<file path="src/sv/fir_pkg.sv">
// ----------------------------------------------------------------------------
// fir_pkg
// Shared sizes and fixed-point constants for the Q15 direct-form FIR core.
// ----------------------------------------------------------------------------
package fir_pkg;

  // filter length and derived index width
  localparam int TAPS  = 61;
  localparam int IDX_W = (TAPS > 1) ? $clog2(TAPS) : 1;

  // field widths
  localparam int DATA_W = 16;
  localparam int TAP_W  = 6;

  // product and accumulator widths (sum of TAPS full-scale products)
  localparam int PROD_W = 2 * DATA_W;
  localparam int ACC_W  = PROD_W + $clog2(TAPS + 1) + 1;

  // rounding and scaling
  localparam int FRAC_BITS = 15;
  localparam logic signed [ACC_W-1:0] ROUND_BIAS = ACC_W'(32'h0000_4000);
  localparam logic signed [ACC_W-1:0] SAT_MAX    = ACC_W'(32767);
  localparam logic signed [ACC_W-1:0] SAT_MIN    = ACC_W'(-32768);

  // item codes
  localparam logic OP_SAMPLE = 1'b0;
  localparam logic OP_COEF   = 1'b1;

endpackage

</file>
<file path="src/sv/fir_filter_q15_circular_core.sv">
// ----------------------------------------------------------------------------
// fir_filter_q15_circular_core
// A sample transaction walks the delay line and coefficient memories one tap
// a cycle through the single multiply-accumulate, drains the read and multiply
// registers, and loads its rounded, saturated result into the output register
// once that register is free; a coefficient transaction completes on accept.
// No new transaction is taken until the last sample's result is loaded.
// Reset clears the control state and the per-entry valid bits, so both
// memories read as zero until written; no clearing pass is needed.
// ----------------------------------------------------------------------------
module fir_filter_q15_circular_core (
  input  logic                                  clk,
  input  logic                                  rst,
  input  logic                                  req_valid,
  output logic                                  req_stall,
  input  logic                                  op,
  input  logic signed [fir_pkg::DATA_W-1:0]     sample,
  input  logic        [fir_pkg::TAP_W-1:0]      tap,
  input  logic signed [fir_pkg::DATA_W-1:0]     coefficient,
  output logic                                  res_valid,
  input  logic                                  res_stall,
  output logic signed [fir_pkg::DATA_W-1:0]     filtered
);
  import fir_pkg::*;

  typedef enum logic [1:0] {
    ST_IDLE,
    ST_RUN,
    ST_DRAIN,
    ST_FINAL
  } state_t;

  localparam logic [IDX_W-1:0] LAST_IDX = IDX_W'(TAPS - 1);

  state_t                    state;
  logic [IDX_W-1:0]          wp;
  logic [IDX_W-1:0]          age;
  logic [IDX_W-1:0]          pos;
  logic                      rd_vld;
  logic                      mul_vld;
  logic signed [PROD_W-1:0]  prod;
  logic signed [ACC_W-1:0]   acc;

  // memories and their per-entry valid bits
  logic signed [DATA_W-1:0]  dl_mem [TAPS];
  logic signed [DATA_W-1:0]  cf_mem [TAPS];
  logic [TAPS-1:0]           dl_valid;
  logic [TAPS-1:0]           cf_valid;

  // registered read data
  logic signed [DATA_W-1:0]  dl_rd;
  logic signed [DATA_W-1:0]  cf_rd;
  logic                      dl_rd_ok;
  logic                      cf_rd_ok;

  logic                      req_ok;
  logic                      smp_we;
  logic                      cf_we;
  logic [IDX_W-1:0]          wp_next;
  logic [IDX_W-1:0]          cf_wa;
  logic signed [DATA_W-1:0]  dl_op;
  logic signed [DATA_W-1:0]  cf_op;
  logic signed [ACC_W-1:0]   rnd;
  logic signed [ACC_W-1:0]   shifted;
  logic signed [DATA_W-1:0]  sat;
  logic                      out_free;

  // transaction accept and write decode
  assign req_stall = (state != ST_IDLE);
  assign req_ok    = req_valid && !req_stall;
  assign wp_next   = (wp == LAST_IDX) ? '0 : wp + 1'b1;
  assign smp_we    = req_ok && (op == OP_SAMPLE);
  assign cf_we     = req_ok && (op == OP_COEF) && (32'(tap) < 32'(TAPS));
  assign cf_wa     = IDX_W'(tap);
  assign out_free  = !res_valid || !res_stall;

  // unwritten entries read as zero
  assign dl_op = dl_rd_ok ? dl_rd : '0;
  assign cf_op = cf_rd_ok ? cf_rd : '0;

  // round, floor shift and saturate
  assign rnd     = acc + ROUND_BIAS;
  assign shifted = rnd >>> FRAC_BITS;
  always_comb begin
    if (shifted > SAT_MAX) begin
      sat = SAT_MAX[DATA_W-1:0];
    end else if (shifted < SAT_MIN) begin
      sat = SAT_MIN[DATA_W-1:0];
    end else begin
      sat = shifted[DATA_W-1:0];
    end
  end

  // delay line memory
  always_ff @(posedge clk) begin
    if (smp_we) begin
      dl_mem[wp_next] <= sample;
    end
    dl_rd <= dl_mem[pos];
  end

  // coefficient memory
  always_ff @(posedge clk) begin
    if (cf_we) begin
      cf_mem[cf_wa] <= coefficient;
    end
    cf_rd <= cf_mem[age];
  end

  // valid bits, read alongside the memories
  always_ff @(posedge clk) begin
    if (rst) begin
      dl_valid <= '0;
      cf_valid <= '0;
      dl_rd_ok <= 1'b0;
      cf_rd_ok <= 1'b0;
    end else begin
      if (smp_we) begin
        dl_valid[wp_next] <= 1'b1;
      end
      if (cf_we) begin
        cf_valid[cf_wa] <= 1'b1;
      end
      dl_rd_ok <= dl_valid[pos];
      cf_rd_ok <= cf_valid[age];
    end
  end

  // sequencer, multiply-accumulate and output register
  always_ff @(posedge clk) begin
    if (rst) begin
      state     <= ST_IDLE;
      wp        <= '0;
      age       <= '0;
      pos       <= '0;
      rd_vld    <= 1'b0;
      mul_vld   <= 1'b0;
      res_valid <= 1'b0;
    end else begin
      rd_vld  <= (state == ST_RUN);
      mul_vld <= rd_vld;
      prod    <= cf_op * dl_op;
      if (mul_vld) begin
        acc <= acc + ACC_W'(prod);
      end
      // final state loads the output register itself
      if (res_valid && !res_stall && (state != ST_FINAL)) begin
        res_valid <= 1'b0;
      end
      case (state)
        ST_IDLE: begin
          if (smp_we) begin
            wp    <= wp_next;
            pos   <= wp_next;
            age   <= '0;
            acc   <= '0;
            state <= ST_RUN;
          end
        end
        ST_RUN: begin
          // one tap read per cycle, position walks backward from the newest sample
          pos <= (pos == '0) ? LAST_IDX : pos - 1'b1;
          if (age == LAST_IDX) begin
            state <= ST_DRAIN;
          end else begin
            age <= age + 1'b1;
          end
        end
        ST_DRAIN: begin
          if (!rd_vld && !mul_vld) begin
            state <= ST_FINAL;
          end
        end
        ST_FINAL: begin
          if (out_free) begin
            res_valid <= 1'b1;
            filtered  <= sat;
            state     <= ST_IDLE;
          end
        end
        default: begin
          state <= ST_IDLE;
        end
      endcase
    end
  end

endmodule

</file>
<file path="config.mk">
export PLATFORM = sky130hd
export DESIGN_NAME = fir_filter_q15_circular_core
export DESIGN_NICKNAME = d
export VERILOG_FILES = /design/src/sv/fir_pkg.sv /design/src/sv/fir_filter_q15_circular_core.sv
export SDC_FILE = /design/constraint.sdc
export NUM_CORES = 2
export LEC_CHECK = 0
export CAP_MARGIN = 30
export CORE_AREA = 4 4 344 481
export CTS_CLUSTER_SIZE = 40
export DETAILED_ROUTE_END_ITERATION = 16
export DIE_AREA = 0 0 348 485
export DONT_BUFFER_PORTS = 1
export PLACE_DENSITY = 0.78
export SETUP_SLACK_MARGIN = 0.2
export SLEW_MARGIN = 20
export SYNTH_ARGS = -nofsm -noshare
export SYNTH_HDL_FRONTEND = slang
export SYNTH_SLANG_ARGS = --single-unit
</file>
<file path="constraint.sdc">
create_clock -name clk -period 8.4 [get_ports clk]
set_clock_uncertainty 0.2 [all_clocks]
set_input_delay 1.68 -clock clk [delete_from_list [all_inputs] [get_ports clk]]
set_output_delay 1.68 -clock clk [all_outputs]
set_load 0.02 [all_outputs]
</file>
==> After elaboration in Yosys (flattened, before gate mapping) <==
Memories as Yosys holds them, arrays and structs flattened. A register that Yosys moved wholly into a read port is not among the register bits.
Cells that the tools add are included.
{ "totals": {"register_bits": 234, "ram_bits": 1952, "input_bits": 43, "output_inout_bits": 18, "elab_cells": 103, "n_memories": 2} }
{ "classes": {"addsub": 5, "mul": 1, "n_lt_le_gt_ge": 9, "eq_ne": 11, "muxes": 33, "n_bitwise": 4, "n_reduce_logical": 24} }
{ "mem_list": {"columns": ["memory", "depth", "width", "rd", "rd_clocked_by_memory_dff", "write_ports", "line", "text"], "rows": [
  ["cf_mem", 61, 16, 1, 1, 1, "fir_filter_q15_circular_core.sv:46", "logic signed [DATA_W-1:0] cf_mem [TAPS];"],
  ["dl_mem", 61, 16, 1, 1, 1, "fir_filter_q15_circular_core.sv:45", "logic signed [DATA_W-1:0] dl_mem [TAPS];"]
]} }
{ "ops": {"columns": ["operator", "n"], "rows": [
  ["$or 61x61->61", 2],
  ["$mux 39", 3],
  ["$mux 16", 3],
  ["$add 39x16->39 const B", 1],
  ["$add 39x32->39", 1],
  ["$mul 16x16->32", 1],
  ["$mux 6", 5],
  ["$lt 6x7->1 const B", 4],
  ["$gt 24x16->1 const B", 1],
  ["$lt 24x16->1 const B", 1],
  ["$pmux 6 s2", 2],
  ["$add 6x1->6 const B", 2],
  ["$bmux 1 s6", 2],
  ["$demux 1 s6", 2],
  ["$eq 6x6->1 const B", 2],
  ["$ge 6x1->1 const B", 2],
  ["$mux 1", 11],
  ["$ne 2x2->1 const B", 5],
  ["$logic_and 1x1->1", 9],
  ["$mux 2", 4],
  ["$pmux 2 s4", 1],
  ["$logic_not 6->1", 1],
  ["$lt 6x6->1 const B", 1],
  ["$reduce_and 3->1", 2],
  ["11 further kinds", 19]
]} }

==> Depth between registers and ports, before layout <==
{ "depth": {"ltp_word": 7, "ltp_mapped": 26, "mapped_depth_nobuf": 24} }

==> Least setup slack after synthesis <==
No wires, ideal clock.
{ "synth_path": {"path_kind": "register to register", "startpoint": "register dl_rd_ok", "endpoint": "register prod[23] (data pin)", "setup_ns": 0.260, "arrival_time_ns": 6.091, "required_time_ns": 7.940, "setup_slack_ns": 1.849, "path_stages_with_launch": 25, "synth_period_minus_slack_ns": 6.551, "path_cell_list": "dfxtp_1 > clkbuf_1 > and2_0 > clkbuf_1 > nand2_1 > fa_1 > inv_1 > fa_1 > inv_1 > fa_1 > inv_1 > fa_1 > fa_1 > inv_1 > fa_1 > inv_1 > ha_1 > or2_2 > and2_1 > a22o_1 > a211o_1 > a21oi_1 > o21bai_1 > a21oi_1 > xnor2_1"} }
{ "synth_between": {"elab_chain_len": 2} }
{ "synth_lines": {"columns": ["element", "line", "text"], "rows": [
  ["from (decl)", "fir_filter_q15_circular_core.sv:53", "logic dl_rd_ok;"],
  ["from (signal assigned)", "fir_filter_q15_circular_core.sv:124", "dl_rd_ok <= dl_valid[pos];"],
  ["$mux 16", "fir_filter_q15_circular_core.sv:78", "assign dl_op = dl_rd_ok ? dl_rd : '0;"],
  ["$mul 16x16->32", "fir_filter_q15_circular_core.sv:142", "prod <= cf_op * dl_op;"],
  ["to (signal assigned)", "fir_filter_q15_circular_core.sv:142", null],
  ["to (decl)", "fir_filter_q15_circular_core.sv:41", "logic signed [PROD_W-1:0] prod;"]
]} }
Every way passes these cells.
A chain may end at the register's enable or synchronous reset.

==> Worst setup path after layout <==
Same ends and word-level chain as after synthesis.

==> metrics.md <==
| Metric | Value |
|---|---|
| Power Density | `about 240 mW/mm^2` |
| Final setup margin | `just under 0.9 ns` |
| CTS Root Buffer Type | `clkbuf_16` |
| Static leakage | `roughly 35 nW` |
| DPL Wire Length | `135000 um` |
| Reg2reg start | `dl_rd_ok$_SDFF_PP0_` |
| Cell mode on critical path | `fa_1` |
| Final wirelength | `approximately 230000 um` |
| Critical path class | `register to register` |
| Post-synth top area share | `0.636` |
| IO Pins | `61` |
| Inserted Clock Buffers | `~200` |
| Die height | `roughly 490 um` |
| Area of the mapped netlist | `0.0962 mm^2` |
| Synthesis-to-layout area growth | `10.3%` |
| Post-CTS Setup Inserts | `0` |
| Worst EP arrival | `7.88 ns` |
| Post-Synth Adder-Cell Area | `0.0718` |
| Number of placement rows | `174` |
| Setup TNS Final | `0 ns` |
| Average wire per standard cell | `about 30 um` |
| Pre-CTS WS | `0.914 ns` |
| Post-synth ARST share | `0` |
| Ys Warns | `0` |
| Vias | `48500` |
| Crit-path cells | `and2_1, nand2_1, fa_1, inv_1, fa_1, inv_1, fa_1, inv_1, fa_1, fa_1, inv_1, fa_1, inv_1, ha_1, or2_2, and2_1, a22o_1, a211o_1, a21oi_1, o21bai_1, a21oi_1, xnor2_1` |
| Routed Antenna Nets | `0` |
| # hold bufs at CTS | `0` |
| Worst R2R Path Depth | `22` |
| TritonRoute pass-1 iters | `5` |
| Tmin final | `7.53 ns` |
| Post-synthesis mux area share | `0.161` |
| Clk slew on worst S/H paths | `0.07 ns` |
| WP data required | `8.74 ns` |
| DR vias/cell | `6.44` |
| Non-filler cells, final | `7521` |
| Post-cts sizing count | `0` |
| Slowest cell on crit path | `dfxtp_1` |
| Max IR drop VDD | `between 0.0003 and 0.0004 V` |
| Post-synth EDFFs | `just over 2000` |
| Initial antenna violation count | `4` |
| R2R Path End | `prod[23]$_DFFE_PN_` |
| Initial detailed-routing violation count | `a little over 5000` |
| Critical path endpoint category | `register` |
| Tcrit/Tclk final | `0.897` |
| Seq cells post-synth | `about 2200` |
| Clock sinks | `around 2200` |
| Max-slew headroom | `0.291` |
| Netlist cell types | `84` |
| Area of the die | `0.169 mm^2` |
| Global-route wire length before repair | `341000 um` |
| Synth Instances | `a little over 5000` |
| Residual DRC count | `0` |
| Crit. Startpoint | `dl_rd_ok$_SDFF_PP0_` |
| Worst slew pin tran | `1.06 ns` |
| Routability cong. | `0.911` |
| Worst setup path end | `prod[23]$_DFFE_PN_` |
| Complex-gate fraction of the synthesized area | `0.0266` |
| Mapped Nets | `between 5000 and 6000` |
| Top-count cell post-synth | `edfxtp_1` |
| Crit-path max cell delay | `0.85 ns` |
| Final setup fails | `0` |
| Fill count | `10200` |
| Worst Hold Class | `register to register` |
| DP Cell Count | `7142` |
| # H-tree levels | `4` |
| GRT Total Usage | `0.277` |
| XOR/XNOR share of the synthesized area | `0.00800` |
| Core ar. | `about 0.16 mm^2` |
| Max clock buf depth | `3` |
| Crit path max fanout | `26` |
| Cell taking the most area after synthesis | `edfxtp_1` |
| Post-synth top cells | `2039 x edfxtp_1, 677 x mux4_2, 376 x nor2_1` |
| Combinational family with the most area after synthesis | `multiplexers` |
| Gr ovfl total | `0` |
| Share of layout cells above drive strength 1 | `0.229` |
| Register area share after synthesis | `0.674` |
| Worst-skew pair later-pin latency | `0.87 ns` |
| Ranking of synthesized cells by area | `edfxtp_1 64%, mux4_2 16%, fa_1 5.5%, dfxtp_1 3.7%, ha_1 1.7%` |
| DIE WIDTH | `around 350 um` |
| Fmax achieved | `between 100 and 150 MHz` |
| Vias in the first global route | `between 50000 and 60000` |
| CTS tree | `built` |
| Synthesized area per cell | `18.8 um^2` |
| Initial Utilization | `0.599` |
| Final Hold Viols | `0` |
| RSZ-0062 raised after global routing | `false` |
| Largest net degree at the start of global routing | `151` |
| Primary FF master, synth | `edfxtp_1` |
| Max-slew violation count | `0` |
| Number of port buffers | `0` |
| Synth Area in Simple Gates | `0.0355` |
| Status | `finished clean` |
| Reg2reg setup slack | `0.87 ns` |
| Max-cap violation count | `0` |
| Startpoint types | `register` |
| Layout net count | `5668` |
## metal layers
layer	track usage	vias to the layer above	wire (um)
met2	0.485	2307	120000
met4	0.128	6	12500
met1	0.343	25500	78800
li1	-	20200	-
met5	0	-	36
met3	0.0448	509	17100
## worst min-delay path by stage
stage                              start  cells past startpoint                   endpoint
2_1_floorplan          rd_vld$_SDFF_PP0_                      1         mul_vld$_SDFF_PP0_
3_3_place_gp   cf_valid[37]$_SDFFE_PP0P_                      1  cf_valid[37]$_SDFFE_PP0P_
3_5_place_dp   cf_valid[34]$_SDFFE_PP0P_                      1  cf_valid[34]$_SDFFE_PP0P_
4_1_cts        dl_valid[43]$_SDFFE_PP0P_                      1  dl_valid[43]$_SDFFE_PP0P_
5_1_grt        dl_valid[43]$_SDFFE_PP0P_                      1  dl_valid[43]$_SDFFE_PP0P_
6_report       dl_valid[43]$_SDFFE_PP0P_                      1  dl_valid[43]$_SDFFE_PP0P_
## cell type report
class	count	area (um^2)	share of cell area
multi-input cells	2343	29300	0.276
well taps	2112	2640	0.0249
inverters	322	1220	0.0115
clock inverters	122	1500	0.0141
repair buffers	150	1310	0.0124
flip-flops and latches	2218	64800	0.611
diodes	5	12.5	0.000118
clock buffers	249	5290	0.0498
## metrics by stage
step	area [um^2]	total power [mW]	util	hold WS, ns
3_5_place_dp	99300	16.4	0.618	0.248
5_1_grt	106000	26.4	0.660	0.269
2_1_floorplan	96200	15.2	-	0.232
4_1_cts	106000	25.7	0.660	0.262
6_report	106000	25.6	0.661	0.258
3_3_place_gp	99100	16.4	0.617	0.241
## sequential cells by signal, summed over array words and instances (netlist names), 2 cells and up
signal and cells:
cf_valid 61, pos 6, dl_rd 16, dl_mem 976, cf_mem 976, filtered 16, age 6, wp 6
acc 39, cf_rd 16, dl_valid 61, state 2, prod 32
## where the power goes
group	total (mW)	internal [mW]	switching, mW
sequential	12.5	12.2	0.226
combinational	3.74	1.74	2.00
clock	9.36	5.21	4.15
## worst max-delay path: cells and delay by family, from the launching register on
kind	cells	cell delay (ns)
adders and majority gates	7	3.39
AOI/OAI and AO/OA	5	1.14
and+or+nand+nor	4	1.31
buffers and inverters	5	0.27
DFF	1	0.85
xor gates and xnor gates	1	0.08
## layout by cell type, fill, tap and decap left out, types with 18 or more instances in the layout
cell,synthesis,layout
clkbuf_16,0,198
a21o_1,30,30
inv_1,319,318
nand3_1,53,53
clkinv_2,0,32
dfxtp_1,179,171
xnor2_1,63,63
nand2_1,225,225
bufinv_16,0,22
nor2_2,0,45
o21a_1,115,115
o21ai_0,39,39
edfxtp_1,2039,2039
a211oi_1,18,18
nor3_1,18,18
mux4_2,677,677
a21oi_1,88,88
xor2_1,23,23
buf_4,6,136
fa_1,263,263
and2_1,29,29
clkinv_1,2,27
nor2_1,376,323
clkbuf_1,159,37
ha_1,131,131
mux2i_1,25,25
## kinds of logic after synthesis
kind of cell,Yosys count
flops,2218
buf+inv,559
simple gates,782
mux,703
fa+ha+maj,394
compound gates,377
xor+xnor,87
Note: power is estimated with default switching activity, not from simulation.
